File: src/hw/rtl/dxtb_pkg.sv
`default_nettype none
// ---------------------------------------------------------------------------
// dxtb_pkg
// Shared types, format codes and fixed-point helpers for the DXT texel
// block decoder.
// ---------------------------------------------------------------------------
package dxtb_pkg;

  // on-disk texture format codes
  localparam logic [4:0] FMT_RGBA8888 = 5'd0;
  localparam logic [4:0] FMT_ABGR8888 = 5'd1;
  localparam logic [4:0] FMT_RGB888   = 5'd2;
  localparam logic [4:0] FMT_BGR888   = 5'd3;
  localparam logic [4:0] FMT_RGB565   = 5'd4;
  localparam logic [4:0] FMT_I8       = 5'd5;
  localparam logic [4:0] FMT_IA88     = 5'd6;
  localparam logic [4:0] FMT_A8       = 5'd8;
  localparam logic [4:0] FMT_ARGB8888 = 5'd11;
  localparam logic [4:0] FMT_BGRA8888 = 5'd12;
  localparam logic [4:0] FMT_DXT1     = 5'd13;
  localparam logic [4:0] FMT_DXT3     = 5'd14;
  localparam logic [4:0] FMT_DXT5     = 5'd15;
  localparam logic [4:0] FMT_BGRX8888 = 5'd16;
  localparam logic [4:0] FMT_BGR565   = 5'd17;
  localparam logic [4:0] FMT_DXT1_A1  = 5'd20;
  localparam logic [4:0] FMT_UV88     = 5'd22;

  localparam logic [4:0] FMT_RESET = FMT_DXT1;

  // texel positions in one block
  localparam logic [3:0] LAST_TEXEL = 4'd15;

  // how the back end has to treat an item
  typedef enum logic [2:0] {
    KIND_RAW    = 3'd0,
    KIND_RGB565 = 3'd1,
    KIND_BGR565 = 3'd2,
    KIND_DXT1   = 3'd3,
    KIND_DXT3   = 3'd4,
    KIND_DXT5   = 3'd5,
    KIND_ERROR  = 3'd6
  } kind_t;

  typedef struct packed {
    logic [7:0] red;
    logic [7:0] green;
    logic [7:0] blue;
    logic [7:0] alpha;
  } rgba_t;

  // classified item in the front-to-back queue
  typedef struct packed {
    kind_t        kind;
    logic [63:0]  color_word;
    logic [63:0]  alpha_word;
    rgba_t        raw_rgba;
  } cmd_t;

  // finished palettes handed to the texel emitter
  typedef struct packed {
    kind_t            kind;
    rgba_t [3:0]      color;
    logic [7:0][7:0]  atab;
    logic [31:0]      cidx;
    logic [63:0]      alpha_word;
    rgba_t            raw_rgba;
  } pal_t;

  // reciprocal constants: floor(x / d) == (x * M) >> S over the used range
  localparam int unsigned EXP5_MUL = 2156535; // 255 * ceil(2^18 / 31)
  localparam int unsigned EXP5_SH  = 18;
  localparam int unsigned EXP6_MUL = 4244475; // 255 * ceil(2^20 / 63)
  localparam int unsigned EXP6_SH  = 20;
  localparam int unsigned DIV3_MUL = 683;
  localparam int unsigned DIV3_SH  = 11;
  localparam int unsigned DIV7_MUL = 2341;
  localparam int unsigned DIV7_SH  = 14;
  localparam int unsigned DIV5_MUL = 1639;
  localparam int unsigned DIV5_SH  = 13;

  // v * 255 / 31
  function automatic logic [7:0] expand5(input logic [4:0] v);
    logic [27:0] prod;
    prod = 28'(v) * 28'(EXP5_MUL);
    return prod[EXP5_SH +: 8];
  endfunction

  // v * 255 / 63
  function automatic logic [7:0] expand6(input logic [5:0] v);
    logic [29:0] prod;
    prod = 30'(v) * 30'(EXP6_MUL);
    return prod[EXP6_SH +: 8];
  endfunction

  // x / 3 for x <= 765
  function automatic logic [7:0] div3(input logic [9:0] x);
    logic [20:0] prod;
    prod = 21'(x) * 21'(DIV3_MUL);
    return prod[DIV3_SH +: 8];
  endfunction

  // x / 7 for x <= 1785
  function automatic logic [7:0] div7(input logic [10:0] x);
    logic [22:0] prod;
    prod = 23'(x) * 23'(DIV7_MUL);
    return prod[DIV7_SH +: 8];
  endfunction

  // x / 5 for x <= 1275
  function automatic logic [7:0] div5(input logic [10:0] x);
    logic [22:0] prod;
    prod = 23'(x) * 23'(DIV5_MUL);
    return prod[DIV5_SH +: 8];
  endfunction

endpackage
`default_nettype wire

File: src/hw/rtl/dxt_texel_block_decoder.sv
`default_nettype none
// ---------------------------------------------------------------------------
// dxt_texel_block_decoder
// DXT1/DXT3/DXT5 block and raw pixel decoder to RGBA8 texels.
// ---------------------------------------------------------------------------
// Each pushed item is one compressed 4x4 block or one raw pixel, as the
// texture_format register chooses. A block yields sixteen results in raster
// order, one per cycle on the result port while results are popped; a raw
// pixel or an unsupported format yields one result. The result port's
// one-texel-per-cycle sequencer limits how fast items go through. A
// two-entry queue sits behind the input and a two-stage palette builder
// follows it, so new items can be pushed while a block is still streaming
// out. texture_format must be written only while the decoder is idle; the
// decoder itself does not enforce this.
module dxt_texel_block_decoder (
  input  wire          clk,
  input  wire          rst,
  input  wire          cfg_wr_en,
  input  wire  [4:0]   cfg_wr_data,
  input  wire          push,
  output logic         full,
  input  wire  [63:0]  color_word,
  input  wire  [63:0]  alpha_word,
  output logic         empty,
  input  wire          pop,
  output logic [7:0]   red,
  output logic [7:0]   green,
  output logic [7:0]   blue,
  output logic [7:0]   alpha,
  output logic [3:0]   texel_index,
  output logic         last,
  output logic         format_error
);
  import dxtb_pkg::*;

  logic [4:0]  texture_format;
  logic        q_valid;
  logic        q_ready;
  cmd_t        q_cmd;
  logic        p_valid;
  logic        p_ready;
  pal_t        p_pal;

  // format register
  always_ff @(posedge clk) begin
    if (rst) begin
      texture_format <= FMT_RESET;
    end else if (cfg_wr_en) begin
      texture_format <= cfg_wr_data;
    end
  end

  // classify and queue
  dxtb_front u_front (
    .clk            (clk),
    .rst            (rst),
    .texture_format (texture_format),
    .push           (push),
    .color_word     (color_word),
    .alpha_word     (alpha_word),
    .full           (full),
    .out_valid      (q_valid),
    .out_ready      (q_ready),
    .out_cmd        (q_cmd)
  );

  // palette build
  dxtb_palette u_palette (
    .clk       (clk),
    .rst       (rst),
    .in_valid  (q_valid),
    .in_ready  (q_ready),
    .in_cmd    (q_cmd),
    .out_valid (p_valid),
    .out_ready (p_ready),
    .out_pal   (p_pal)
  );

  // texel sequencing and result register
  dxtb_emit u_emit (
    .clk          (clk),
    .rst          (rst),
    .in_valid     (p_valid),
    .in_ready     (p_ready),
    .in_pal       (p_pal),
    .empty        (empty),
    .pop          (pop),
    .red          (red),
    .green        (green),
    .blue         (blue),
    .alpha        (alpha),
    .texel_index  (texel_index),
    .last         (last),
    .format_error (format_error)
  );

  // an error result is a lone all-zero result
  a_error_shape: assert property (@(posedge clk) disable iff (rst)
    (!empty && format_error) |-> (last && texel_index == 4'd0 && red == 8'd0 &&
                                  green == 8'd0 && blue == 8'd0 && alpha == 8'd0))
    else $error("error result carries data");

  // texel 15 of a block always closes it
  a_no_early_end: assert property (@(posedge clk) disable iff (rst)
    (!empty && !last) |-> (texel_index != LAST_TEXEL))
    else $error("block texel 15 without last");

  // a non-final texel is followed by the next position
  a_texel_order: assert property (@(posedge clk) disable iff (rst)
    (!empty && pop && !last) |=> (empty || texel_index == $past(texel_index) + 4'd1))
    else $error("texel positions out of order");

  // nothing is shown right after reset
  a_reset_empty: assert property (@(posedge clk)
    rst |=> empty)
    else $error("result shown after reset");

endmodule
`default_nettype wire

File: src/hw/rtl/dxtb_front.sv
`default_nettype none
// ---------------------------------------------------------------------------
// dxtb_front
// Accepts input items, classifies them by texture format, swizzles plain
// raw pixels and queues the result in a two-entry queue for the back end.
// ---------------------------------------------------------------------------
module dxtb_front (
  input  wire                  clk,
  input  wire                  rst,
  input  wire  [4:0]           texture_format,
  input  wire                  push,
  input  wire  [63:0]          color_word,
  input  wire  [63:0]          alpha_word,
  output logic                 full,
  output logic                 out_valid,
  input  wire                  out_ready,
  output dxtb_pkg::cmd_t       out_cmd
);
  import dxtb_pkg::*;

  cmd_t        slots [2];
  cmd_t        cmd;
  logic [1:0]  count;
  logic        wr_ptr;
  logic        rd_ptr;
  logic        push_fire;
  logic        pop_fire;
  logic [7:0]  s0, s1, s2, s3;

  assign s0 = color_word[7:0];
  assign s1 = color_word[15:8];
  assign s2 = color_word[23:16];
  assign s3 = color_word[31:24];

  // classify the incoming item
  always_comb begin
    cmd.kind       = KIND_RAW;
    cmd.color_word = color_word;
    cmd.alpha_word = alpha_word;
    cmd.raw_rgba   = '0;
    unique case (texture_format) inside
      FMT_RGBA8888: cmd.raw_rgba = '{s0, s1, s2, s3};
      FMT_ABGR8888: cmd.raw_rgba = '{s3, s2, s1, s0};
      FMT_RGB888:   cmd.raw_rgba = '{s0, s1, s2, 8'hff};
      FMT_BGR888, FMT_BGRX8888:
                    cmd.raw_rgba = '{s2, s1, s0, 8'hff};
      FMT_RGB565:   cmd.kind = KIND_RGB565;
      FMT_BGR565:   cmd.kind = KIND_BGR565;
      FMT_I8:       cmd.raw_rgba = '{s0, s0, s0, 8'hff};
      FMT_IA88:     cmd.raw_rgba = '{s0, s0, s0, s1};
      FMT_A8:       cmd.raw_rgba = '{8'hff, 8'hff, 8'hff, s0};
      FMT_ARGB8888: cmd.raw_rgba = '{s1, s2, s3, s0};
      FMT_BGRA8888: cmd.raw_rgba = '{s2, s1, s0, s3};
      FMT_UV88:     cmd.raw_rgba = '{s0, s1, 8'hff, 8'hff};
      FMT_DXT1, FMT_DXT1_A1:
                    cmd.kind = KIND_DXT1;
      FMT_DXT3:     cmd.kind = KIND_DXT3;
      FMT_DXT5:     cmd.kind = KIND_DXT5;
      default:      cmd.kind = KIND_ERROR;
    endcase
  end

  assign full      = (count == 2'd2);
  assign out_valid = (count != 2'd0);
  assign out_cmd   = slots[rd_ptr];
  assign push_fire = push && !full;
  assign pop_fire  = out_valid && out_ready;

  // queue pointers and fill count
  always_ff @(posedge clk) begin
    if (rst) begin
      count  <= 2'd0;
      wr_ptr <= 1'b0;
      rd_ptr <= 1'b0;
    end else begin
      if (push_fire) wr_ptr <= !wr_ptr;
      if (pop_fire)  rd_ptr <= !rd_ptr;
      case ({push_fire, pop_fire})
        2'b10:   count <= count + 2'd1;
        2'b01:   count <= count - 2'd1;
        default: count <= count;
      endcase
    end
  end

  // queue storage
  always_ff @(posedge clk) begin
    if (push_fire) slots[wr_ptr] <= cmd;
  end

endmodule
`default_nettype wire

File: src/hw/rtl/dxtb_palette.sv
`default_nettype none
// ---------------------------------------------------------------------------
// dxtb_palette
// Two-stage palette builder: end color expansion and alpha weighting,
// then color and alpha interpolation into the four-entry and eight-entry
// lookup tables.
// ---------------------------------------------------------------------------
module dxtb_palette (
  input  wire                  clk,
  input  wire                  rst,
  input  wire                  in_valid,
  output logic                 in_ready,
  input  dxtb_pkg::cmd_t       in_cmd,
  output logic                 out_valid,
  input  wire                  out_ready,
  output dxtb_pkg::pal_t       out_pal
);
  import dxtb_pkg::*;

  typedef struct packed {
    kind_t             kind;
    rgba_t             e0;
    rgba_t             e1;
    logic              four_color;
    logic              alpha_six;
    logic [7:0]        a0;
    logic [7:0]        a1;
    logic [5:0][10:0]  asum6;
    logic [3:0][10:0]  asum5;
    logic [31:0]       cidx;
    logic [63:0]       alpha_word;
    rgba_t             raw_rgba;
  } stage1_t;

  stage1_t  s1;
  stage1_t  s1_next;
  pal_t     pal_next;
  logic     s1_valid;
  logic     s1_ready;
  logic     s1_load;
  logic     s2_load;
  logic [15:0] c0, c1;
  logic [9:0]  sum2, sum3, sum_h;

  assign c0 = in_cmd.color_word[15:0];
  assign c1 = in_cmd.color_word[31:16];

  // stage 1: expand end colors, weight alpha end values
  always_comb begin
    s1_next.kind       = in_cmd.kind;
    s1_next.e0         = '{expand5(c0[15:11]), expand6(c0[10:5]), expand5(c0[4:0]), 8'hff};
    s1_next.e1         = '{expand5(c1[15:11]), expand6(c1[10:5]), expand5(c1[4:0]), 8'hff};
    s1_next.four_color = (in_cmd.kind != KIND_DXT1) || (c0 > c1);
    s1_next.a0         = in_cmd.alpha_word[7:0];
    s1_next.a1         = in_cmd.alpha_word[15:8];
    s1_next.alpha_six  = in_cmd.alpha_word[7:0] > in_cmd.alpha_word[15:8];
    for (int k = 1; k < 7; k++) begin
      s1_next.asum6[k-1] = 11'(7 - k) * 11'(in_cmd.alpha_word[7:0])
                         + 11'(k) * 11'(in_cmd.alpha_word[15:8]);
    end
    for (int k = 1; k < 5; k++) begin
      s1_next.asum5[k-1] = 11'(5 - k) * 11'(in_cmd.alpha_word[7:0])
                         + 11'(k) * 11'(in_cmd.alpha_word[15:8]);
    end
    s1_next.cidx       = in_cmd.color_word[63:32];
    s1_next.alpha_word = in_cmd.alpha_word;
    s1_next.raw_rgba   = in_cmd.raw_rgba;
  end

  // stage 2: interpolated palette entries and alpha table
  always_comb begin
    pal_next.kind       = s1.kind;
    pal_next.cidx       = s1.cidx;
    pal_next.alpha_word = s1.alpha_word;
    pal_next.color[0]   = s1.e0;
    pal_next.color[1]   = s1.e1;
    pal_next.color[2]   = '{8'h00, 8'h00, 8'h00, 8'hff};
    pal_next.color[3]   = '{8'h00, 8'h00, 8'h00, 8'hff};
    sum2 = '0;
    sum3 = '0;
    sum_h = '0;
    for (int ch = 0; ch < 3; ch++) begin
      logic [7:0] v0, v1;
      v0 = s1.e0[31 - 8*ch -: 8];
      v1 = s1.e1[31 - 8*ch -: 8];
      sum2 = {1'b0, v0, 1'b0} + 10'(v1);
      sum3 = 10'(v0) + {1'b0, v1, 1'b0};
      sum_h = 10'(v0) + 10'(v1);
      if (s1.four_color) begin
        pal_next.color[2][31 - 8*ch -: 8] = div3(sum2);
        pal_next.color[3][31 - 8*ch -: 8] = div3(sum3);
      end else begin
        pal_next.color[2][31 - 8*ch -: 8] = sum_h[8:1];
      end
    end
    if (!s1.four_color) pal_next.color[3].alpha = 8'h00;

    pal_next.atab[0] = s1.a0;
    pal_next.atab[1] = s1.a1;
    if (s1.alpha_six) begin
      for (int k = 0; k < 6; k++) pal_next.atab[k+2] = div7(s1.asum6[k]);
    end else begin
      for (int k = 0; k < 4; k++) pal_next.atab[k+2] = div5(s1.asum5[k]);
      pal_next.atab[6] = 8'h00;
      pal_next.atab[7] = 8'hff;
    end

    // raw 565 pixels use the first end color
    case (s1.kind)
      KIND_RGB565: pal_next.raw_rgba = s1.e0;
      KIND_BGR565: pal_next.raw_rgba = '{s1.e0.blue, s1.e0.green, s1.e0.red, 8'hff};
      default:     pal_next.raw_rgba = s1.raw_rgba;
    endcase
  end

  assign s1_ready = !s1_valid || s2_load;
  assign in_ready = s1_ready;
  assign s1_load  = in_valid && s1_ready;
  assign s2_load  = s1_valid && (!out_valid || out_ready);

  // stage valid flags
  always_ff @(posedge clk) begin
    if (rst) begin
      s1_valid  <= 1'b0;
      out_valid <= 1'b0;
    end else begin
      if (s1_ready) s1_valid <= in_valid;
      if (!out_valid || out_ready) out_valid <= s1_valid;
    end
  end

  // stage payloads
  always_ff @(posedge clk) begin
    if (s1_load) s1 <= s1_next;
    if (s2_load) out_pal <= pal_next;
  end

endmodule
`default_nettype wire

File: src/hw/rtl/dxtb_emit.sv
`default_nettype none
// ---------------------------------------------------------------------------
// dxtb_emit
// Steps through the sixteen texels of a decoded block, or the single
// result of a raw pixel, into the result register.
// ---------------------------------------------------------------------------
module dxtb_emit (
  input  wire                  clk,
  input  wire                  rst,
  input  wire                  in_valid,
  output logic                 in_ready,
  input  dxtb_pkg::pal_t       in_pal,
  output logic                 empty,
  input  wire                  pop,
  output logic [7:0]           red,
  output logic [7:0]           green,
  output logic [7:0]           blue,
  output logic [7:0]           alpha,
  output logic [3:0]           texel_index,
  output logic                 last,
  output logic                 format_error
);
  import dxtb_pkg::*;

  pal_t        cur;
  logic        cur_valid;
  logic [3:0]  cnt;
  logic        out_valid;
  logic        single;
  logic        is_last;
  logic        emit_fire;
  logic        take;
  logic [1:0]  ci;
  logic [3:0]  nib;
  logic [2:0]  ai;
  logic [5:0]  abit;
  rgba_t       texel;

  assign single = (cur.kind == KIND_RAW) || (cur.kind == KIND_RGB565) ||
                  (cur.kind == KIND_BGR565) || (cur.kind == KIND_ERROR);
  assign is_last = single || (cnt == LAST_TEXEL);

  // texel lookup for the current position
  assign ci   = cur.cidx[{cnt, 1'b0} +: 2];
  assign nib  = cur.alpha_word[{cnt, 2'b00} +: 4];
  assign abit = 6'd16 + 6'(cnt) * 6'd3;
  assign ai   = cur.alpha_word[abit +: 3];

  always_comb begin
    texel = cur.color[ci];
    case (cur.kind)
      KIND_DXT3: texel.alpha = {nib, nib};
      KIND_DXT5: texel.alpha = cur.atab[ai];
      default:   texel.alpha = cur.color[ci].alpha;
    endcase
    if (single) texel = cur.raw_rgba;
  end

  assign empty     = !out_valid;
  assign emit_fire = cur_valid && (!out_valid || pop);
  assign in_ready  = !cur_valid || (emit_fire && is_last);
  assign take      = in_valid && in_ready;

  // texel counter and valid flags
  always_ff @(posedge clk) begin
    if (rst) begin
      cur_valid <= 1'b0;
      cnt       <= '0;
      out_valid <= 1'b0;
    end else begin
      if (in_ready) cur_valid <= in_valid;
      if (emit_fire) cnt <= is_last ? 4'd0 : cnt + 4'd1;
      if (emit_fire) out_valid <= 1'b1;
      else if (pop)  out_valid <= 1'b0;
    end
  end

  // current block and result register
  always_ff @(posedge clk) begin
    if (take) cur <= in_pal;
    if (emit_fire) begin
      red          <= texel.red;
      green        <= texel.green;
      blue         <= texel.blue;
      alpha        <= texel.alpha;
      texel_index  <= single ? 4'd0 : cnt;
      last         <= is_last;
      format_error <= (cur.kind == KIND_ERROR);
    end
  end

endmodule
`default_nettype wire
File: config.mk
export PLATFORM = sky130hd
export DESIGN_NAME = dxt_texel_block_decoder
export DESIGN_NICKNAME = d
export VERILOG_FILES = /design/src/hw/rtl/dxtb_pkg.sv /design/src/hw/rtl/dxt_texel_block_decoder.sv /design/src/hw/rtl/dxtb_front.sv /design/src/hw/rtl/dxtb_palette.sv /design/src/hw/rtl/dxtb_emit.sv
export SDC_FILE = /design/constraint.sdc
export NUM_CORES = 2
export LEC_CHECK = 0
export ABC_AREA = 1
export BUFFER_PORTS_ARGS = -buffer_cell sky130_fd_sc_hd__buf_2
export CAP_MARGIN = 20
export CORE_MARGIN = 3
export CORE_UTILIZATION = 45
export DETAILED_ROUTE_END_ITERATION = 12
export GPL_TIMING_DRIVEN = 0
export MAX_ROUTING_LAYER = met4
export PLACE_DENSITY = 0.64
export SLEW_MARGIN = 0
export SYNTH_ARGS = -nofsm -noshare
export SYNTH_HDL_FRONTEND = slang
export SYNTH_HIERARCHICAL = 1
export SYNTH_SLANG_ARGS = --single-unit
File: constraint.sdc
create_clock -name clk -period 16.3 [get_ports clk]
set_input_delay 2.445 -clock clk [delete_from_list [all_inputs] [get_ports clk]]
set_output_delay 2.445 -clock clk [all_outputs]
set_load 0.005 [all_outputs]
==> qor.yml <==
status:
  status: "complete, no violations"
synth:
  netlist_instances: 9947
  synthArstFlopShare_pct: 0
  synth_seq_cells: 1258
  synth_ff_type: "edfxtp_1"
  ys.warnings.count: 6
  avgSynthCellArea_um2: 9.76
  synth_edf_count: 1240
  seq_area_frac_synth_pct: 38.7
  ys_types: 66
  syn-cell-area_mm2: 0.0971
detailed_routing:
  antenna_left: 0
  firstDrtPassIters: 6
  route.detailed.drc: 0
  wirelength_um: 260000
  drt_iter0_drc: 5667
  drt-vias-per-instance: 5.38
  routedWlPerCell_um: 19.6
  route.vias.total: 71400
grt:
  grt_max_degree: 103
  grt_pass1_vias: 71800
  grt_pass1_wl_um: 406000
  antenna_found_initial: 32
  globalRouteTotalUtil_pct: 24.0
  overflow: 0
clock_network:
  cts_resized: 0
  cts_root_buf: "clkbuf_16"
  cts_num_sinks: 1258
  clock_path_buffers: 3
  numCtsBuffers: 134
  htreeDepth: 4
  clk-insertion-delay-late_ps: 790
  ctsHoldBuffers: 0
  clkTransAtPathRegs_ps: 60
  cts_tree: "built"
  postCtsSetupBuffers: 0
timing:
  final_max_slew_viol_count: 0
  post-route-min-period_ps: 6140
  rsz0062_at_grt: "no"
  post-route-period-util_pct: 37.7
  finalSetupViolCount: 0
  max_freq_ghz: 0.163
  relSlewSlack_pct: 23.0
  finalSetupTns_ps: 0
  worstMarginPinSlew_ps: 1150
  whs_ps: 412
  clock-skew-final_ps: 31.5
  hold_viol: 0
placed_design:
  place_hpwl_um: 207000
  portBuffers: 176
  gp_congestion: 0.981
cells_and_area:
  layout_common_cells: "nand2_1 (1878), inv_1 (1577), ha_1 (1388), edfxtp_1 (1240), nand3_1 (687)"
  nets: 12300
  layout_commonest_cell: "nand2_1"
  drive_gt1_share_pct: 8.19
  fillers: 19400
  syn_to_final_growth_pct: 10.1
worst_setup_path:
  path_cells: "clkbuf_2 -> buf_2 -> buf_2 -> mux2_2 -> inv_1 -> fa_1 -> inv_1 -> fa_1 -> inv_1 -> fa_1 -> inv_1 -> ha_1 -> nand2_1 -> nand2_1 -> nand3_1 -> nand2_1 -> nand2_1 -> nand2_1 -> nand2_1 -> nand3_1 -> nand2_1 -> xnor2_1"
  timing.critical_path.fanout_max: 10
  critPathKind: "reg2reg"
  crit_arrival_ps: 6660
  cp_slowest_stage_delay_ps: 600
  critPathCaptureType: "flip-flop"
  required_ps: 16820
  start_kind: "flip-flop"
  critPathMostFrequentCell: "nand2_1"
  path_buf_inv: 7
  cpMaxStageDelayCell: "fa_1"
  crit_family: "adder cells"
floorplan:
  num_rows: 169
  coreArea_mm2: 0.213
  die_h_um: 471
  ios: 178
  dieWidth_um: 471
  start_util_pct: 45.5
  dieArea_mm2: 0.221
worst_hold_path:
  hold_path_class: "reg2reg"
  hold_path.startpoint: "u_palette/out_pal[209]$_DFFE_PP_"
job:
  cap_violations: 0
[per-stage QoR]
step | cell area (um^2) | setup WS (ps) | cells | utilization [%]
after floorplan | 97200 | 4540 | 9970 | -
after global placement | 102000 | -396 | 13000 | 47.6
after detailed placement | 103000 | 10160 | 13000 | 48.1
after CTS | 107000 | 10140 | 13300 | 50.1
after global routing | 107000 | 9820 | 13300 | 50.1
final | 107000 | 10160 | 13300 | 50.1
[flip-flops by register name (all words and copies together) (netlist names), 5 cells and up, named ones only]
name,count
texture_format,5
u_emit/alpha,8
u_emit/blue,8
u_emit/cur,323
u_emit/green,8
u_emit/red,8
u_front/slots,326
u_palette/out_pal,276
u_palette/pal_next,147
u_palette/s1,130
[cell type report]
cell class	count	area (um^2)	area share, %
plain buffers	189	1130	1.06
well taps	2821	3530	3.30
clock buffers	159	3530	3.30
repair buffers	218	1810	1.69
flip-flops and latches	1258	37600	35.2
diodes	20	50.0	0.0468
multi-input cells	6909	52400	49.0
inverters	1614	6080	5.68
clock inverters	82	766	0.716
[cell usage after synthesis (all sizes together), types with 2 or more instances]
cell	n	area [um^2]
o221ai	26	228
o31ai	29	218
a21boi	16	120
nand3	698	3550
xor2	132	1230
a211oi	3	22.5
o311ai	2	17.5
a31oi	25	156
o21bai	50	409
a21oi	620	3110
mux2	163	1840
xnor2	49	429
dfxtp	18	360
a21o	59	443
mux2i	3	30.0
clkinv	5	21.3
nand3b	63	473
nand2	1892	7150
edfxtp	1240	37200
clkbuf	29	110
ha	1388	17400
a22oi	3	22.5
nor3	70	382
nor4	23	144
o22ai	5	31.3
nand4	96	601
fa	493	9870
buf	160	1020
inv	1609	6050
o21a	17	128
o21ai	340	1720
nor3b	4	30.0
or2	26	163
o211ai	41	308
nor2	545	2090
[layer usage]
metal  track usage [%]  vias to the layer above  routed length, um
met4              6.30                        0               6910
met5                 -                        -                  0
met2              37.5                     2110             117000
li1                  -                    34400                  -
met1              33.1                    34500             120000
met3              3.10                      387              15800
[cells by family (layout without fill, tap and decap cells)]
family	Yosys count	count (layout)	share of synthesized area [%]
compound gates	1239	1239	7.16
xor+xnor	181	181	1.71
fa+ha+maj	1881	1881	28.0
buf+inv	1803	2262	7.41
flops	1258	1258	38.7
mux	166	166	1.92
other cells	1	44	0.00386
simple gates	3418	3418	15.0
[final timing paths]
| kind | endpoint | slack, ps | cells past startpoint |
|---|---|---|---|
| worst max-delay path | u_palette/pal_next[209]$_DFFE_PP_ | 10160 | 22 |
| worst min-delay path | u_emit/cur[209]$_DFFE_PP_ | 410 | 0 |
| worst max register to register | u_palette/pal_next[209]$_DFFE_PP_ | 10160 | 22 |
| worst min register to register | u_emit/cur[209]$_DFFE_PP_ | 410 | 0 |
Power is not shown: default switching activity piles up to over one toggle a cycle in this logic, so the estimate is an artifact.
